### src/rtl/ulrc_pkg.sv
// Shared types, constants, the mu-law expansion and rate clamping for the rate converter.
package ulrc_pkg;

   localparam int unsigned MAX_CHANNELS_DEF = 8;
   localparam int unsigned MAX_RATIO_DEF    = 24;
   localparam int unsigned SAMPLE_W         = 16;
   localparam int unsigned RATE_W           = 18;
   localparam int unsigned PHASE_W          = 19;
   localparam int unsigned SUM_W            = 21;
   localparam int unsigned CHAN_W           = 4;
   localparam int unsigned CSR_IDX_W        = 2;
   localparam int unsigned CSR_DATA_W       = 18;
   localparam logic [RATE_W-1:0] RATE_MIN   = 18'd8000;
   localparam logic [RATE_W-1:0] RATE_MAX   = 18'd192000;
   localparam logic [RATE_W-1:0] RATE_RESET = 18'd48000;
   localparam logic [CHAN_W-1:0] CHAN_RESET = 4'd2;

   // register indexes
   localparam logic [CSR_IDX_W-1:0] CSR_ULAW     = 2'd0;
   localparam logic [CSR_IDX_W-1:0] CSR_IN_RATE  = 2'd1;
   localparam logic [CSR_IDX_W-1:0] CSR_OUT_RATE = 2'd2;
   localparam logic [CSR_IDX_W-1:0] CSR_CHANNELS = 2'd3;

   // conversion mode chosen by the front end
   typedef enum logic [1:0] {
      MODE_PASS = 2'd0,
      MODE_UP   = 2'd1,
      MODE_DOWN = 2'd2
   } mode_type;

   // back-end sequencer states
   typedef enum logic [2:0] {
      ST_IDLE  = 3'd0,
      ST_UP    = 3'd1,
      ST_ACCUM = 3'd2,
      ST_DIV   = 3'd3,
      ST_EMIT  = 3'd4
   } state_type;

   // mu-law code to linear PCM, range fits in 16 bits signed
   function automatic logic signed [SAMPLE_W-1:0] ulaw_expand(input logic [7:0] code);
      logic [7:0]  u;
      logic [15:0] t;
      begin
         u = ~code;
         t = (16'({u[3:0], 3'b000}) + 16'h0084) << u[6:4];
         ulaw_expand = u[7] ? SAMPLE_W'(16'h0084 - t) : SAMPLE_W'(t - 16'h0084);
      end
   endfunction

   function automatic logic [RATE_W-1:0] clamp_rate(input logic [RATE_W-1:0] r);
      begin
         if (r < RATE_MIN)      clamp_rate = RATE_MIN;
         else if (r > RATE_MAX) clamp_rate = RATE_MAX;
         else                   clamp_rate = r;
      end
   endfunction

endpackage

### src/rtl/ulrc_front.sv
// Front end: decodes the frame, masks unused channels and picks the mode.
module ulrc_front #(
   parameter int unsigned MAX_CHANNELS = ulrc_pkg::MAX_CHANNELS_DEF
) (
   input  logic                                   in_valid,
   input  logic [MAX_CHANNELS-1:0][ulrc_pkg::SAMPLE_W-1:0] in_raw,
   input  logic                                   in_restart,
   input  logic                                   ulaw_enable,
   input  logic [ulrc_pkg::RATE_W-1:0]            in_rate,
   input  logic [ulrc_pkg::RATE_W-1:0]            out_rate,
   input  logic [ulrc_pkg::CHAN_W-1:0]            channel_count,
   input  logic                                   q_full,
   output logic                                   in_ready,
   output logic                                   q_push,
   output logic [MAX_CHANNELS-1:0][ulrc_pkg::SAMPLE_W-1:0] q_frame,
   output logic                                   q_restart,
   output ulrc_pkg::mode_type                     q_mode,
   output logic [ulrc_pkg::RATE_W-1:0]            q_ir,
   output logic [ulrc_pkg::RATE_W-1:0]            q_or,
   output logic [ulrc_pkg::CHAN_W-1:0]            q_nch
);
   import ulrc_pkg::*;

   logic [CHAN_W-1:0] nch;
   logic [RATE_W-1:0] ir, orr;

   // channel count and rate saturation
   always_comb begin
      if (channel_count == '0)                         nch = CHAN_W'(1);
      else if (32'(channel_count) > MAX_CHANNELS)      nch = CHAN_W'(MAX_CHANNELS);
      else                                             nch = channel_count;
      ir  = clamp_rate(in_rate);
      orr = clamp_rate(out_rate);
   end

   assign in_ready = !q_full;
   assign q_push   = in_valid && !q_full;

   // per-channel decode
   always_comb begin
      for (int c = 0; c < int'(MAX_CHANNELS); c++) begin
         if (c >= int'(nch))  q_frame[c] = '0;
         else if (ulaw_enable) q_frame[c] = ulaw_expand(in_raw[c][7:0]);
         else                  q_frame[c] = in_raw[c];
      end
   end

   always_comb begin
      if (ir == orr)     q_mode = MODE_PASS;
      else if (orr > ir) q_mode = MODE_UP;
      else               q_mode = MODE_DOWN;
   end

   assign q_restart = in_restart;
   assign q_ir      = ir;
   assign q_or      = orr;
   assign q_nch     = nch;
endmodule

### src/rtl/ulrc_fifo.sv
// Short command queue between the front end and the back end.
module ulrc_fifo #(
   parameter int unsigned WIDTH = 8,
   parameter int unsigned DEPTH = 2
) (
   input  logic             clock,
   input  logic             reset,
   input  logic             push,
   input  logic [WIDTH-1:0] push_data,
   output logic             full,
   input  logic             pop,
   output logic [WIDTH-1:0] pop_data,
   output logic             empty
);
   localparam int unsigned AW = (DEPTH > 1) ? $clog2(DEPTH) : 1;

   logic [WIDTH-1:0] mem_ff [DEPTH];
   logic [AW-1:0]    wr_ff, rd_ff;
   logic [AW:0]      cnt_ff;

   assign full     = (cnt_ff == (AW+1)'(DEPTH));
   assign empty    = (cnt_ff == '0);
   assign pop_data = mem_ff[rd_ff];

   always_ff @(posedge clock) begin
      if (push && !full) mem_ff[wr_ff] <= push_data;
   end

   always_ff @(posedge clock) begin
      if (reset) begin
         wr_ff  <= '0;
         rd_ff  <= '0;
         cnt_ff <= '0;
      end else begin
         if (push && !full)
            wr_ff <= (wr_ff == AW'(DEPTH-1)) ? '0 : wr_ff + AW'(1);
         if (pop && !empty)
            rd_ff <= (rd_ff == AW'(DEPTH-1)) ? '0 : rd_ff + AW'(1);
         cnt_ff <= cnt_ff + (AW+1)'(push && !full) - (AW+1)'(pop && !empty);
      end
   end
endmodule

### src/rtl/ulrc_back.sv
// Back end: phase accumulator, span sums, serial divider and result register.
module ulrc_back #(
   parameter int unsigned MAX_CHANNELS = ulrc_pkg::MAX_CHANNELS_DEF,
   parameter int unsigned MAX_RATIO    = ulrc_pkg::MAX_RATIO_DEF
) (
   input  logic                                   clock,
   input  logic                                   reset,
   input  logic                                   cmd_valid,
   output logic                                   cmd_pop,
   input  logic [MAX_CHANNELS-1:0][ulrc_pkg::SAMPLE_W-1:0] cmd_frame,
   input  logic                                   cmd_restart,
   input  ulrc_pkg::mode_type                     cmd_mode,
   input  logic [ulrc_pkg::RATE_W-1:0]            cmd_ir,
   input  logic [ulrc_pkg::RATE_W-1:0]            cmd_or,
   input  logic [ulrc_pkg::CHAN_W-1:0]            cmd_nch,
   output logic                                   rsp_valid,
   input  logic                                   rsp_take,
   output logic [MAX_CHANNELS-1:0][ulrc_pkg::SAMPLE_W-1:0] rsp_data,
   output logic                                   rsp_last
);
   import ulrc_pkg::*;

   localparam int unsigned RW  = $clog2(MAX_RATIO + 1);
   localparam int unsigned CW  = (MAX_CHANNELS > 1) ? $clog2(MAX_CHANNELS) : 1;
   localparam int unsigned DIVW = SUM_W;

   state_type state_ff, state_in;
   logic [PHASE_W-1:0] phase_ff, phase_in;
   logic [RW-1:0]      count_ff, count_in;
   logic [RW-1:0]      rep_ff, rep_in;
   logic signed [SUM_W-1:0] sums_ff [MAX_CHANNELS];
   logic [CW-1:0]      ch_ff, ch_in;
   logic [4:0]         bit_ff, bit_in;
   logic [DIVW-1:0]    quo_ff, rem_ff;
   logic               neg_ff;
   logic               rv_ff;
   logic [MAX_CHANNELS-1:0][SAMPLE_W-1:0] rd_ff;
   logic [MAX_CHANNELS-1:0][SAMPLE_W-1:0] avg_ff;
   logic               rl_ff;

   logic [PHASE_W-1:0] ph_base, ph_add, ir_ext;
   logic               out_free;
   logic               close_span;

   assign out_free  = !rv_ff || rsp_take;
   assign rsp_valid = rv_ff;
   assign rsp_data  = rd_ff;
   assign rsp_last  = rl_ff;

   assign ir_ext  = PHASE_W'(cmd_ir);
   assign ph_base = cmd_restart ? '0 : phase_ff;
   assign ph_add  = ph_base + PHASE_W'(cmd_or);

   // next state
   always_comb begin
      state_in   = state_ff;
      phase_in   = phase_ff;
      count_in   = count_ff;
      rep_in     = rep_ff;
      ch_in      = ch_ff;
      bit_in     = bit_ff;
      close_span = 1'b0;
      case (state_ff)
         ST_IDLE: begin
            if (cmd_valid) begin
               case (cmd_mode)
                  MODE_PASS: begin
                     if (cmd_restart) begin
                        phase_in = '0;
                        count_in = '0;
                     end
                     if (out_free) state_in = ST_IDLE;
                  end
                  MODE_UP: begin
                     phase_in = ph_add;
                     rep_in   = '0;
                     if (cmd_restart) count_in = '0;
                     state_in = ST_UP;
                  end
                  MODE_DOWN: state_in = ST_ACCUM;
                  default: state_in = ST_IDLE;
               endcase
            end
         end
         ST_UP: begin
            // one repeat per cycle while the phase crosses in_rate and the output is free
            if (phase_ff >= ir_ext && 32'(rep_ff) < MAX_RATIO) begin
               if (out_free) begin
                  phase_in = phase_ff - ir_ext;
                  rep_in   = rep_ff + RW'(1);
               end
            end else begin
               // cap reached or no crossing left: reduce modulo in_rate, a step per cycle, then go idle
               if (phase_ff >= ir_ext) phase_in = phase_ff - ir_ext;
               else if (out_free || !rv_ff) state_in = ST_IDLE;
            end
         end
         ST_ACCUM: begin
            count_in = (cmd_restart ? '0 : count_ff) + RW'(1);
            phase_in = ph_add;
            close_span = (ph_add >= ir_ext) || (32'(count_in) >= MAX_RATIO);
            if (close_span) begin
               if (ph_add >= ir_ext) phase_in = ph_add - ir_ext;
               ch_in    = '0;
               bit_in   = 5'(DIVW + 1);
               state_in = ST_DIV;
            end else begin
               state_in = ST_IDLE;
            end
         end
         ST_DIV: begin
            if (bit_ff != '0) bit_in = bit_ff - 5'd1;
            else if (32'(ch_ff) == MAX_CHANNELS - 1) state_in = ST_EMIT;
            else begin
               ch_in  = ch_ff + CW'(1);
               bit_in = 5'(DIVW + 1);
            end
         end
         ST_EMIT: begin
            if (out_free) begin
               count_in = '0;
               state_in = ST_IDLE;
            end
         end
         default: state_in = ST_IDLE;
      endcase
   end

   // queue pop: pass on free output, up at end, accumulate without close, emit
   always_comb begin
      cmd_pop = 1'b0;
      case (state_ff)
         ST_IDLE:  cmd_pop = cmd_valid && cmd_mode == MODE_PASS && out_free;
         ST_UP:    cmd_pop = !(phase_ff >= ir_ext) && (out_free || !rv_ff);
         ST_ACCUM: cmd_pop = !close_span;
         ST_EMIT:  cmd_pop = out_free;
         default:  cmd_pop = 1'b0;
      endcase
   end

   always_ff @(posedge clock) begin
      if (reset) begin
         state_ff <= ST_IDLE;
         phase_ff <= '0;
         count_ff <= '0;
         rep_ff   <= '0;
         ch_ff    <= '0;
         bit_ff   <= '0;
      end else begin
         state_ff <= state_in;
         phase_ff <= phase_in;
         count_ff <= count_in;
         rep_ff   <= rep_in;
         ch_ff    <= ch_in;
         bit_ff   <= bit_in;
      end
   end

   // span sums: cleared by reset, restart and after emit
   always_ff @(posedge clock) begin
      if (reset) begin
         for (int c = 0; c < int'(MAX_CHANNELS); c++) sums_ff[c] <= '0;
      end else if (state_ff == ST_IDLE && cmd_valid && cmd_restart) begin
         for (int c = 0; c < int'(MAX_CHANNELS); c++) sums_ff[c] <= '0;
      end else if (state_ff == ST_ACCUM) begin
         for (int c = 0; c < int'(MAX_CHANNELS); c++)
            sums_ff[c] <= sums_ff[c] + SUM_W'($signed(cmd_frame[c]));
      end else if (state_ff == ST_EMIT && out_free) begin
         for (int c = 0; c < int'(MAX_CHANNELS); c++) sums_ff[c] <= '0;
      end
   end

   // restoring divider on |sum| by count, one quotient bit per cycle
   logic [DIVW-1:0] mag;
   logic [DIVW:0]   trial;
   always_comb begin
      mag   = sums_ff[ch_ff][SUM_W-1] ? DIVW'(-sums_ff[ch_ff]) : DIVW'(sums_ff[ch_ff]);
      trial = {rem_ff, quo_ff[DIVW-1]} - (DIVW+1)'(count_ff);
   end

   always_ff @(posedge clock) begin
      if (state_ff == ST_ACCUM || (state_ff == ST_DIV && bit_ff == '0)) begin
         rem_ff <= '0;
         quo_ff <= '0;
      end
      if (state_ff == ST_DIV) begin
         if (bit_ff == 5'(DIVW + 1)) begin
            quo_ff <= mag;
            rem_ff <= '0;
            neg_ff <= sums_ff[ch_ff][SUM_W-1];
         end else if (bit_ff != '0) begin
            if (!trial[DIVW]) begin
               rem_ff <= trial[DIVW-1:0];
               quo_ff <= {quo_ff[DIVW-2:0], 1'b1};
            end else begin
               rem_ff <= {rem_ff[DIVW-2:0], quo_ff[DIVW-1]};
               quo_ff <= {quo_ff[DIVW-2:0], 1'b0};
            end
         end
      end
   end

   // averages collect here so a waiting beat is left alone
   always_ff @(posedge clock) begin
      if (state_ff == ST_DIV && bit_ff == '0)
         avg_ff[ch_ff] <= (32'(ch_ff) < 32'(cmd_nch))
                          ? (neg_ff ? SAMPLE_W'(-quo_ff) : SAMPLE_W'(quo_ff)) : '0;
   end

   // result register
   always_ff @(posedge clock) begin
      if (reset) begin
         rv_ff <= 1'b0;
      end else begin
         if (rsp_take) rv_ff <= 1'b0;
         case (state_ff)
            ST_IDLE: if (cmd_valid && cmd_mode == MODE_PASS && out_free) rv_ff <= 1'b1;
            ST_UP: if (phase_ff >= ir_ext && 32'(rep_ff) < MAX_RATIO && out_free)
                      rv_ff <= 1'b1;
            ST_EMIT: if (out_free) rv_ff <= 1'b1;
            default: ;
         endcase
      end
   end

   always_ff @(posedge clock) begin
      case (state_ff)
         ST_IDLE: if (cmd_valid && cmd_mode == MODE_PASS && out_free) begin
            rd_ff <= cmd_frame;
            rl_ff <= 1'b1;
         end
         ST_UP: if (phase_ff >= ir_ext && 32'(rep_ff) < MAX_RATIO && out_free) begin
            rd_ff <= cmd_frame;
            rl_ff <= !((phase_ff - ir_ext) >= ir_ext && 32'(rep_ff) + 1 < MAX_RATIO);
         end
         ST_EMIT: if (out_free) begin
            rd_ff <= avg_ff;
            rl_ff <= 1'b1;
         end
         default: ;
      endcase
   end
endmodule

### src/rtl/ulaw_decode_rate_converter.sv
// Top level of the mu-law decoder with box rate converter.
// Usage:
//  - req_ channel: one interleaved frame per beat, pushed while full is low.
//  - rsp_ channel: converted frames, popped while empty is low; last marks
//    the final frame caused by an input frame.
//  - csr_ port: write-only registers (mu-law enable, rates, channel count);
//    the user must write them only while the block is idle (not enforced).
// Timing: the front end decodes in the push cycle into a two-entry queue.
// A pass-through frame moves from the queue into the result register once
// the back end is idle and the output is free. An upsampled frame starts
// from idle, gives one repeat per cycle while the receiver keeps up, takes
// in_rate off the phase a step at a time past the repeat cap, and retires.
// A downsampled frame that leaves its span open goes through the accumulate
// state back to idle; a span close runs a one-bit-a-cycle divider over every
// channel and then emits the averages.
// Reset clears phase, sums, queue and result register; registers return
// to their defaults. When the receiver stalls the result register holds
// and the back end waits; the queue absorbs two frames before full rises.
module ulaw_decode_rate_converter #(
   parameter int unsigned MAX_CHANNELS = ulrc_pkg::MAX_CHANNELS_DEF,
   parameter int unsigned MAX_RATIO    = ulrc_pkg::MAX_RATIO_DEF
) (
   input  logic clock,
   input  logic reset,
   input  logic push,
   output logic full,
   input  logic [15:0] req_sample_0, req_sample_1, req_sample_2, req_sample_3,
   input  logic [15:0] req_sample_4, req_sample_5, req_sample_6, req_sample_7,
   input  logic req_restart,
   output logic empty,
   input  logic pop,
   output logic signed [15:0] rsp_out_0, rsp_out_1, rsp_out_2, rsp_out_3,
   output logic signed [15:0] rsp_out_4, rsp_out_5, rsp_out_6, rsp_out_7,
   output logic rsp_last,
   input  logic csr_we,
   input  logic [ulrc_pkg::CSR_IDX_W-1:0]  csr_index,
   input  logic [ulrc_pkg::CSR_DATA_W-1:0] csr_wdata
);
   import ulrc_pkg::*;

   logic              ulaw_ff;
   logic [RATE_W-1:0] in_rate_ff, out_rate_ff;
   logic [CHAN_W-1:0] chan_ff;

   // configuration registers
   always_ff @(posedge clock) begin
      if (reset) begin
         ulaw_ff     <= 1'b0;
         in_rate_ff  <= RATE_RESET;
         out_rate_ff <= RATE_RESET;
         chan_ff     <= CHAN_RESET;
      end else if (csr_we) begin
         case (csr_index)
            CSR_ULAW:     ulaw_ff     <= csr_wdata[0];
            CSR_IN_RATE:  in_rate_ff  <= csr_wdata;
            CSR_OUT_RATE: out_rate_ff <= csr_wdata;
            CSR_CHANNELS: chan_ff     <= csr_wdata[CHAN_W-1:0];
            default: ;
         endcase
      end
   end

   logic [7:0][15:0] raw8;
   assign raw8 = {req_sample_7, req_sample_6, req_sample_5, req_sample_4,
                  req_sample_3, req_sample_2, req_sample_1, req_sample_0};

   logic [MAX_CHANNELS-1:0][SAMPLE_W-1:0] raw, f_frame, b_frame, rdata;
   always_comb for (int c = 0; c < int'(MAX_CHANNELS); c++) raw[c] = raw8[c];

   logic q_full, q_push, f_restart, b_restart, in_ready;
   mode_type f_mode, b_mode;
   logic [RATE_W-1:0] f_ir, f_or, b_ir, b_or;
   logic [CHAN_W-1:0] f_nch, b_nch;

   ulrc_front #(.MAX_CHANNELS(MAX_CHANNELS)) u_front (
      .in_valid(push), .in_raw(raw),
      .in_restart(req_restart), .ulaw_enable(ulaw_ff), .in_rate(in_rate_ff),
      .out_rate(out_rate_ff), .channel_count(chan_ff), .q_full(q_full),
      .in_ready(in_ready), .q_push(q_push), .q_frame(f_frame),
      .q_restart(f_restart), .q_mode(f_mode), .q_ir(f_ir), .q_or(f_or),
      .q_nch(f_nch));

   assign full = !in_ready;

   localparam int unsigned QW = MAX_CHANNELS*SAMPLE_W + 1 + 2 + 2*RATE_W + CHAN_W;
   logic [QW-1:0] q_in, q_out;
   logic q_empty, q_pop;
   logic [1:0] b_mode_bits;
   assign q_in = {f_frame, f_restart, 2'(f_mode), f_ir, f_or, f_nch};
   assign {b_frame, b_restart, b_mode_bits, b_ir, b_or, b_nch} = q_out;
   assign b_mode = mode_type'(b_mode_bits);

   ulrc_fifo #(.WIDTH(QW), .DEPTH(2)) u_fifo (
      .clock(clock), .reset(reset), .push(q_push), .push_data(q_in),
      .full(q_full), .pop(q_pop), .pop_data(q_out), .empty(q_empty));

   logic rvalid;
   ulrc_back #(.MAX_CHANNELS(MAX_CHANNELS), .MAX_RATIO(MAX_RATIO)) u_back (
      .clock(clock), .reset(reset), .cmd_valid(!q_empty), .cmd_pop(q_pop),
      .cmd_frame(b_frame), .cmd_restart(b_restart), .cmd_mode(b_mode),
      .cmd_ir(b_ir), .cmd_or(b_or), .cmd_nch(b_nch), .rsp_valid(rvalid),
      .rsp_take(pop && rvalid), .rsp_data(rdata), .rsp_last(rsp_last));

   assign empty = !rvalid;
   logic [7:0][15:0] out8;
   always_comb begin
      out8 = '0;
      for (int c = 0; c < int'(MAX_CHANNELS); c++) out8[c] = rdata[c];
   end
   assign {rsp_out_7, rsp_out_6, rsp_out_5, rsp_out_4,
           rsp_out_3, rsp_out_2, rsp_out_1, rsp_out_0} = out8;

   // result register keeps its beat while the receiver stalls
   a_hold: assert property (@(posedge clock) disable iff (reset)
      (!empty && !pop) |=> (!empty && $stable(rsp_out_0) && $stable(rsp_last)))
      else $error("result changed under stall");
   a_full: assert property (@(posedge clock) disable iff (reset)
      (full |-> q_full)) else $error("full without queue full");
   a_pop: assert property (@(posedge clock) disable iff (reset)
      (q_pop |-> !q_empty)) else $error("pop from empty command queue");
endmodule

### config.mk
export PLATFORM = sky130hd
export DESIGN_NAME = ulaw_decode_rate_converter
export DESIGN_NICKNAME = d
export VERILOG_FILES = /design/src/rtl/ulrc_pkg.sv /design/src/rtl/ulrc_front.sv /design/src/rtl/ulrc_fifo.sv /design/src/rtl/ulrc_back.sv /design/src/rtl/ulaw_decode_rate_converter.sv
export SDC_FILE = /design/constraint.sdc
export NUM_CORES = 2
export LEC_CHECK = 0
export BUFFER_PORTS_ARGS = -buffer_cell sky130_fd_sc_hd__buf_4
export CAP_MARGIN = 10
export CORE_ASPECT_RATIO = 0.7
export CORE_MARGIN = 2
export CORE_UTILIZATION = 39
export CTS_CLUSTER_SIZE = 25
export DETAILED_ROUTE_END_ITERATION = 16
export GPL_TIMING_DRIVEN = 0
export PLACE_DENSITY_LB_ADDON = 0.3
export SLEW_MARGIN = 20
export SYNTH_ARGS = -nofsm -noshare
export SYNTH_HDL_FRONTEND = slang
export SYNTH_HIERARCHICAL = 1
export SYNTH_SLANG_ARGS = --single-unit
export TNS_END_PERCENT = 50
### constraint.sdc
create_clock -name clock -period 9.35 [get_ports clock]
set_clock_uncertainty 0.2 [all_clocks]
set_input_delay 0.935 -clock clock [delete_from_list [all_inputs] [get_ports clock]]
set_output_delay 0.935 -clock clock [all_outputs]
set_load 0.005 [all_outputs]
Word-level counts from Yosys, hierarchy flattened
Memories as Yosys holds them, arrays and structs flattened. A register that Yosys moved wholly into a read port is not among the register bits.
Cells that the tools add are included.
{"block": "totals", "ff_bits": 386, "ram_bits": 510, "inputBits": 154, "mem_count": 2}
{"block": "classes", "addsub": 47, "order_cmp": 23, "eq_ne": 32, "shift": 8, "mux": 146, "bitwise_logic": 32, "reduce_logical": 50}
{"name": "u_fifo.mem_ff", "depth": 2, "word_bits": 171, "rd": 1, "rd_clocked_by_memory_dff": 1, "write_ports": 1, "line": "ulrc_fifo.sv:17", "source": "logic [WIDTH-1:0] mem_ff [DEPTH];"}
{"name": "u_back.sums_ff", "depth": 8, "word_bits": 21, "rd": 9, "rd_clocked_by_memory_dff": 1, "write_ports": 8, "line": "ulrc_back.sv:31", "source": "logic signed [SUM_W-1:0] sums_ff [MAX_CHANNELS];"}
{"cell": "21-bit 2-to-1 mux", "count": 34}
{"cell": "16-bit 2-to-1 mux", "count": 27}
{"cell": "128-bit 2-to-1 mux", "count": 3}
{"cell": "128-bit one-hot mux with 3 select lines", "count": 1}
{"cell": "21-bit by 16-bit adder with 21-bit output", "count": 8}
{"cell": "19-bit 2-to-1 mux", "count": 7}
{"cell": "128-bit bitwise mux", "count": 1}
{"cell": "16-bit by 3-bit left shift with 16-bit output", "count": 8}
{"cell": "16-bit by 8-bit subtractor with 16-bit output (second input constant)", "count": 8}
{"cell": "8-bit by 16-bit subtractor with 16-bit output (first input constant)", "count": 8}
{"cell": "7-bit by 8-bit adder with 9-bit output (second input constant)", "count": 8}
{"cell": "18-bit 2-to-1 mux", "count": 4}
{"cell": "8-bit NOT", "count": 8}
{"cell": "19-bit by 18-bit greater-or-equal comparator with 1-bit output", "count": 3}
{"cell": "19-bit one-hot mux with 3 select lines", "count": 1}
{"cell": "5-bit 2-to-1 mux", "count": 11}
{"cell": "16-bit demux with 3-bit select", "count": 1}
{"cell": "19-bit one-hot mux with 2 select lines", "count": 1}
{"cell": "19-bit by 18-bit subtractor with 19-bit output", "count": 2}
{"cell": "18-bit > comparator (second input constant)", "count": 2}
{"cell": "18-bit by 13-bit less-than comparator with 1-bit output (second input constant)", "count": 2}
{"cell": "3-bit 2-to-1 mux", "count": 12}
{"cell": "32-bit by 5-bit less-than comparator with 1-bit output (second input constant)", "count": 1}
{"cell": "1-bit 2-to-1 mux", "count": 29}
{"cell": "other kinds (59)", "count": 148}

Logic depth before layout (Yosys ltp)
{"block": "depth", "word_depth": 10, "mapped_depth": 32, "depth_no_buf": 28}

Hierarchy
Netlist, hierarchy kept.
{"mod": "ulrc_back", "instances": 1, "cells_each": 3063, "area_per_inst_um2": 31974.4, "seq_area_each_um2": 13673.1}
{"mod": "ulrc_fifo", "instances": 1, "cells_each": 559, "area_per_inst_um2": 12929.9, "seq_area_each_um2": 10369.9}
{"mod": "ulrc_front", "instances": 1, "cells_each": 1532, "area_per_inst_um2": 9286.4, "seq_area_each_um2": 0.0}
{"mod": "ulaw_decode_rate_converter", "instances": 1, "cells_each": 162, "area_per_inst_um2": 1680.4, "seq_area_each_um2": 820.8}

Worst setup path before layout
OpenSTA, ideal clock, no wires.
{"block": "synth_path", "path_type": "register -> register", "startpoint": "register (tool-made name)", "endpoint": "register u_back.rd_ff, in the netlist u_back/rsp_data[0] (enable)", "setup_ns": 0.660, "arrival_ns": 9.075, "path_slack_ns": -0.584, "path_stages_with_launch": 15, "n_path_buf": 2, "synth_period_minus_slack_ns": 9.934, "cell_sequence": "dfxtp_1 -> buf_6 -> buf_2 -> mux2_2 -> inv_1 -> ha_1 -> nor2b_1 -> o21a_1 -> o21ai_1 -> a31oi_1 -> a41oi_1 -> o21ai_0 -> and2_1 -> nand3b_1 -> a21oi_1"}
{"element": "to (signal assigned)", "line": "ulrc_back.sv:229", "source": "rd_ff <= cmd_frame;"}
{"element": "to (signal assigned)", "line": "ulrc_back.sv:233", "source": "rd_ff <= cmd_frame;"}
{"element": "to (signal assigned)", "line": "ulrc_back.sv:237", "source": "rd_ff <= avg_ff;"}
{"element": "to (decl)", "line": "ulrc_back.sv:37", "source": "logic [MAX_CHANNELS-1:0][SAMPLE_W-1:0] rd_ff;"}

==> flow_metrics.py <==
metrics = {
    "run_status": {
        "status": "finished, final reports clean",
    },
    "final_layout": {
        "instances_no_fill": 7673,
        "fin_area_sq_mm": 0.0640,
        "nets": 6157,
        "layout_commonest_cell": "edfxtp_1",
        "layout_common_cells": "edfxtp_1, nor2_1, o21ai_0",
        "layout-area-overhead-vs-synth_pct": 14.5,
        "drive_above_1_share_pct": 17.1,
        "fillCellCount": 13347,
    },
    "critical_path": {
        "critical_path_class": "reg -> reg",
        "critPathLaunchType": "flip-flop",
        "critPathRequiredTime_ns": 9.74,
        "crit_arrival_ns": 9.33,
        "cp_max_fo": 10,
        "slowest_stage": "buf_1",
        "end_kind": "flip-flop",
        "critPathMaxStageDelay_ns": 0.77,
        "crit_top_cell": "ha_1",
    },
    "sta": {
        "worst_slew_pin_slew_ns": 1.21,
        "fmax_mhz": 112,
        "layout_worst_path_cycle_share_pct": 95.6,
        "relSlewSlack_pct": 19.0,
        "final-setup-viol-count": 0,
        "hold_violations": 0,
        "fin_crit_ns": 8.94,
        "fin_setup_tns_ns": 0,
        "slew_violations": 0,
        "rsz0062_at_grt": "no",
        "setup_ws_ns": 0.410,
    },
    "power_and_ir_drop": {
        "irDropWorstVdd_v": 0.000154,
        "power_leakage_nw": 24.6,
        "power-per-cell-area_mw_per_mm2": 290,
    },
    "synthesis": {
        "yosysUniqueCellTypes": 115,
        "yosysWarningCount": 6,
        "syn_inst": 5316,
        "async_flop_share_pct": 0,
        "yosys_register_bits": 900,
        "avgSynthCellArea_sq_um": 10.5,
        "ys_seq_area_share_pct": 44.5,
        "synth_edf_count": 684,
        "synth_xor_area_share_pct": 3.95,
        "synthMuxAreaShare_pct": 11.0,
        "netlist_area_sq_mm": 0.0559,
        "synth_compound_area_share_pct": 16.6,
        "syn-num-nets": 5774,
        "synth_top_family_by_area": "compound AO/OA/AOI/OAI gates",
        "synth_ff_type": "edfxtp_1",
        "synth-simple-area-share_pct": 13.4,
        "yosys.area_share.adder_pct": 6.97,
    },
    "route": {
        "vias": 46550,
        "routed_wl_microns": 204000,
        "firstDrtPassIters": 9,
        "post-route-drc-count": 0,
        "wire_per_inst_microns": 26.5,
        "ant_nets": 0,
        "drt-initial-drc-count": 6495,
        "viasPerCell": 6.07,
    },
    "clocking": {
        "postCtsHoldBufs": 0,
        "clkTransAtPathRegs_ns": 0.06,
        "cts_setup_buffers": 0,
        "cts_resized": 0,
        "cts_buffer_depth": 3,
        "h-tree-depth": 3,
        "insertion_delay_ns": 0.71,
        "cts-root-buf": "clkbuf_16",
        "cts_tree": "done",
        "numCtsBuffers": 94,
        "cts_sinks": 900,
    },
    "floorplanning": {
        "io_pins": 285,
        "rows": 116,
        "die_h_microns": 321,
        "fp.dieArea_sq_mm": 0.146,
        "initial_core_util_pct": 39.2,
        "core_sq_mm": 0.143,
        "die_x_microns": 456,
    },
    "hold_path": {
        "hp-class": "in -> reg",
        "hp-start": "req_restart",
    },
    "job": {
        "drv_cap": 0,
    },
    "placed_design": {
        "dp.cells": 7491,
        "gp_congestion": 1.00,
        "pre_cts_ws_ns": 0.709,
        "portBuffers": 259,
        "dp_hpwl_microns": 159000,
        "dpl_cell_area_sq_mm": 0.0607,
    },
    "global_route": {
        "grt_overflow": 0,
        "grt_usage_pct": 26.7,
        "grt_pass1_vias": 41764,
        "grt_pass1_wl_microns": 290000,
        "grt_start_max_net_pins": 94,
        "antenna_found_initial": 11,
    },
}
## stage by stage
step | power [mW] | hold slack, ns | utilization [%]
6_report | 18.6 | 0.234 | 44.9
3_3_place_gp | 14.2 | 0.265 | 42.2
2_1_floorplan | 11.3 | 0.242 | -
5_1_grt | 19.4 | 0.196 | 44.9
4_1_cts | 18.3 | 0.188 | 44.9
3_5_place_dp | 14.3 | 0.274 | 42.6
## registers in the layout (all words and copies together) (netlist names), 2 cells and up, named ones only
register / flops
chan_ff: 4
u_back/bit_ff: 5
u_back/quo_ff: 21
u_back/count_ff: 5
u_back/rsp_data: 128
u_back/ch_ff: 3
in_rate_ff: 18
out_rate_ff: 18
u_back/state_ff: 3
u_back/rep_ff: 5
u_back/phase_ff: 19
u_back/avg_ff: 128
u_back/sums_ff: 168
u_back/rem_ff: 21
u_fifo/mem_ff: 342
u_fifo/cnt_ff: 2
## worst max-delay path, delay by kind of cell (launching register included)
family / cells / cell delay, ns
xor+xnor: 2 / 0.46
compound gates: 9 / 2.59
fa+ha+maj: 4 / 1.13
flops: 1 / 0.32
mux: 1 / 0.33
buf+inv: 6 / 2.55
simple gates: 8 / 1.22
## cells in the mapped netlist (44+ instances only)
cell	instances	area, sq um
mux2_2	231	2600
clkbuf_1	162	608
nor3_1	99	495
a22oi_1	66	495
mux2i_1	112	1120
nand3_1	118	591
inv_1	159	597
dfxtp_1	216	4320
a31oi_1	47	294
edfxtp_1	684	20500
o211ai_1	45	338
and2_1	44	275
o21ai_0	346	1730
nor2b_1	94	588
ha_1	292	3650
nor2_1	429	1610
nand2_1	337	1260
and3_1	58	363
buf_2	55	275
xnor2_1	147	1290
mux2_4	90	1350
a21oi_1	333	1670
nand2b_1	118	738
a21o_1	97	728
xor2_1	105	920
a211oi_1	67	503
## logic make-up after synthesis
kind of cell,Yosys count
XOR/XNOR,252
AO/OA/AOI/OAI,1416
buffers and inverters,443
multiplexers,481
flip-flops,900
adder cells (fa/ha/maj),304
AND/OR/NAND/NOR,1520
## final timing paths
| path | endpoint | slack, ns | cells after the start |
|---|---|---|---|
| max | u_fifo/cnt_ff[1] | 0.41 | 30 |
| max reg2reg | u_fifo/cnt_ff[1] | 0.41 | 30 |
| min reg2reg | u_back/rem_ff[2] | 0.28 | 2 |
| min | u_fifo/mem_ff[0][42] | 0.23 | 1 |
## metal layers
layer / GRT usage [%] / vias to the layer above / wire length (microns)
met4: 7.67 / 0 / 5890
met5: 0 / - / 0
met1: 41.9 / 22831 / 93100
li1: - / 20816 / -
met2: 36.6 / 2639 / 81800
met3: 5.04 / 264 / 22900
## where the power goes
part / total (mW) / switching [mW] / internal (mW)
Sequential: 5.74 / 0.403 / 5.34
Combinational: 8.85 / 5.55 / 3.30
Clock: 3.97 / 1.68 / 2.28
## layout make-up
class	count	area (sq um)	area share, %
Sequential cell	900	24900	38.9
Inverter	161	614	0.960
Clock inverter	57	668	1.04
Tap cell	1888	2360	3.69
Buffer	282	1390	2.16
Clock buffer	119	2550	3.99
Multi-Input combinational cell	3973	29100	45.5
Timing Repair Buffer	287	2390	3.74
Antenna cell	6	15.0	0.0235
Power figures use the tool's default switching activity.
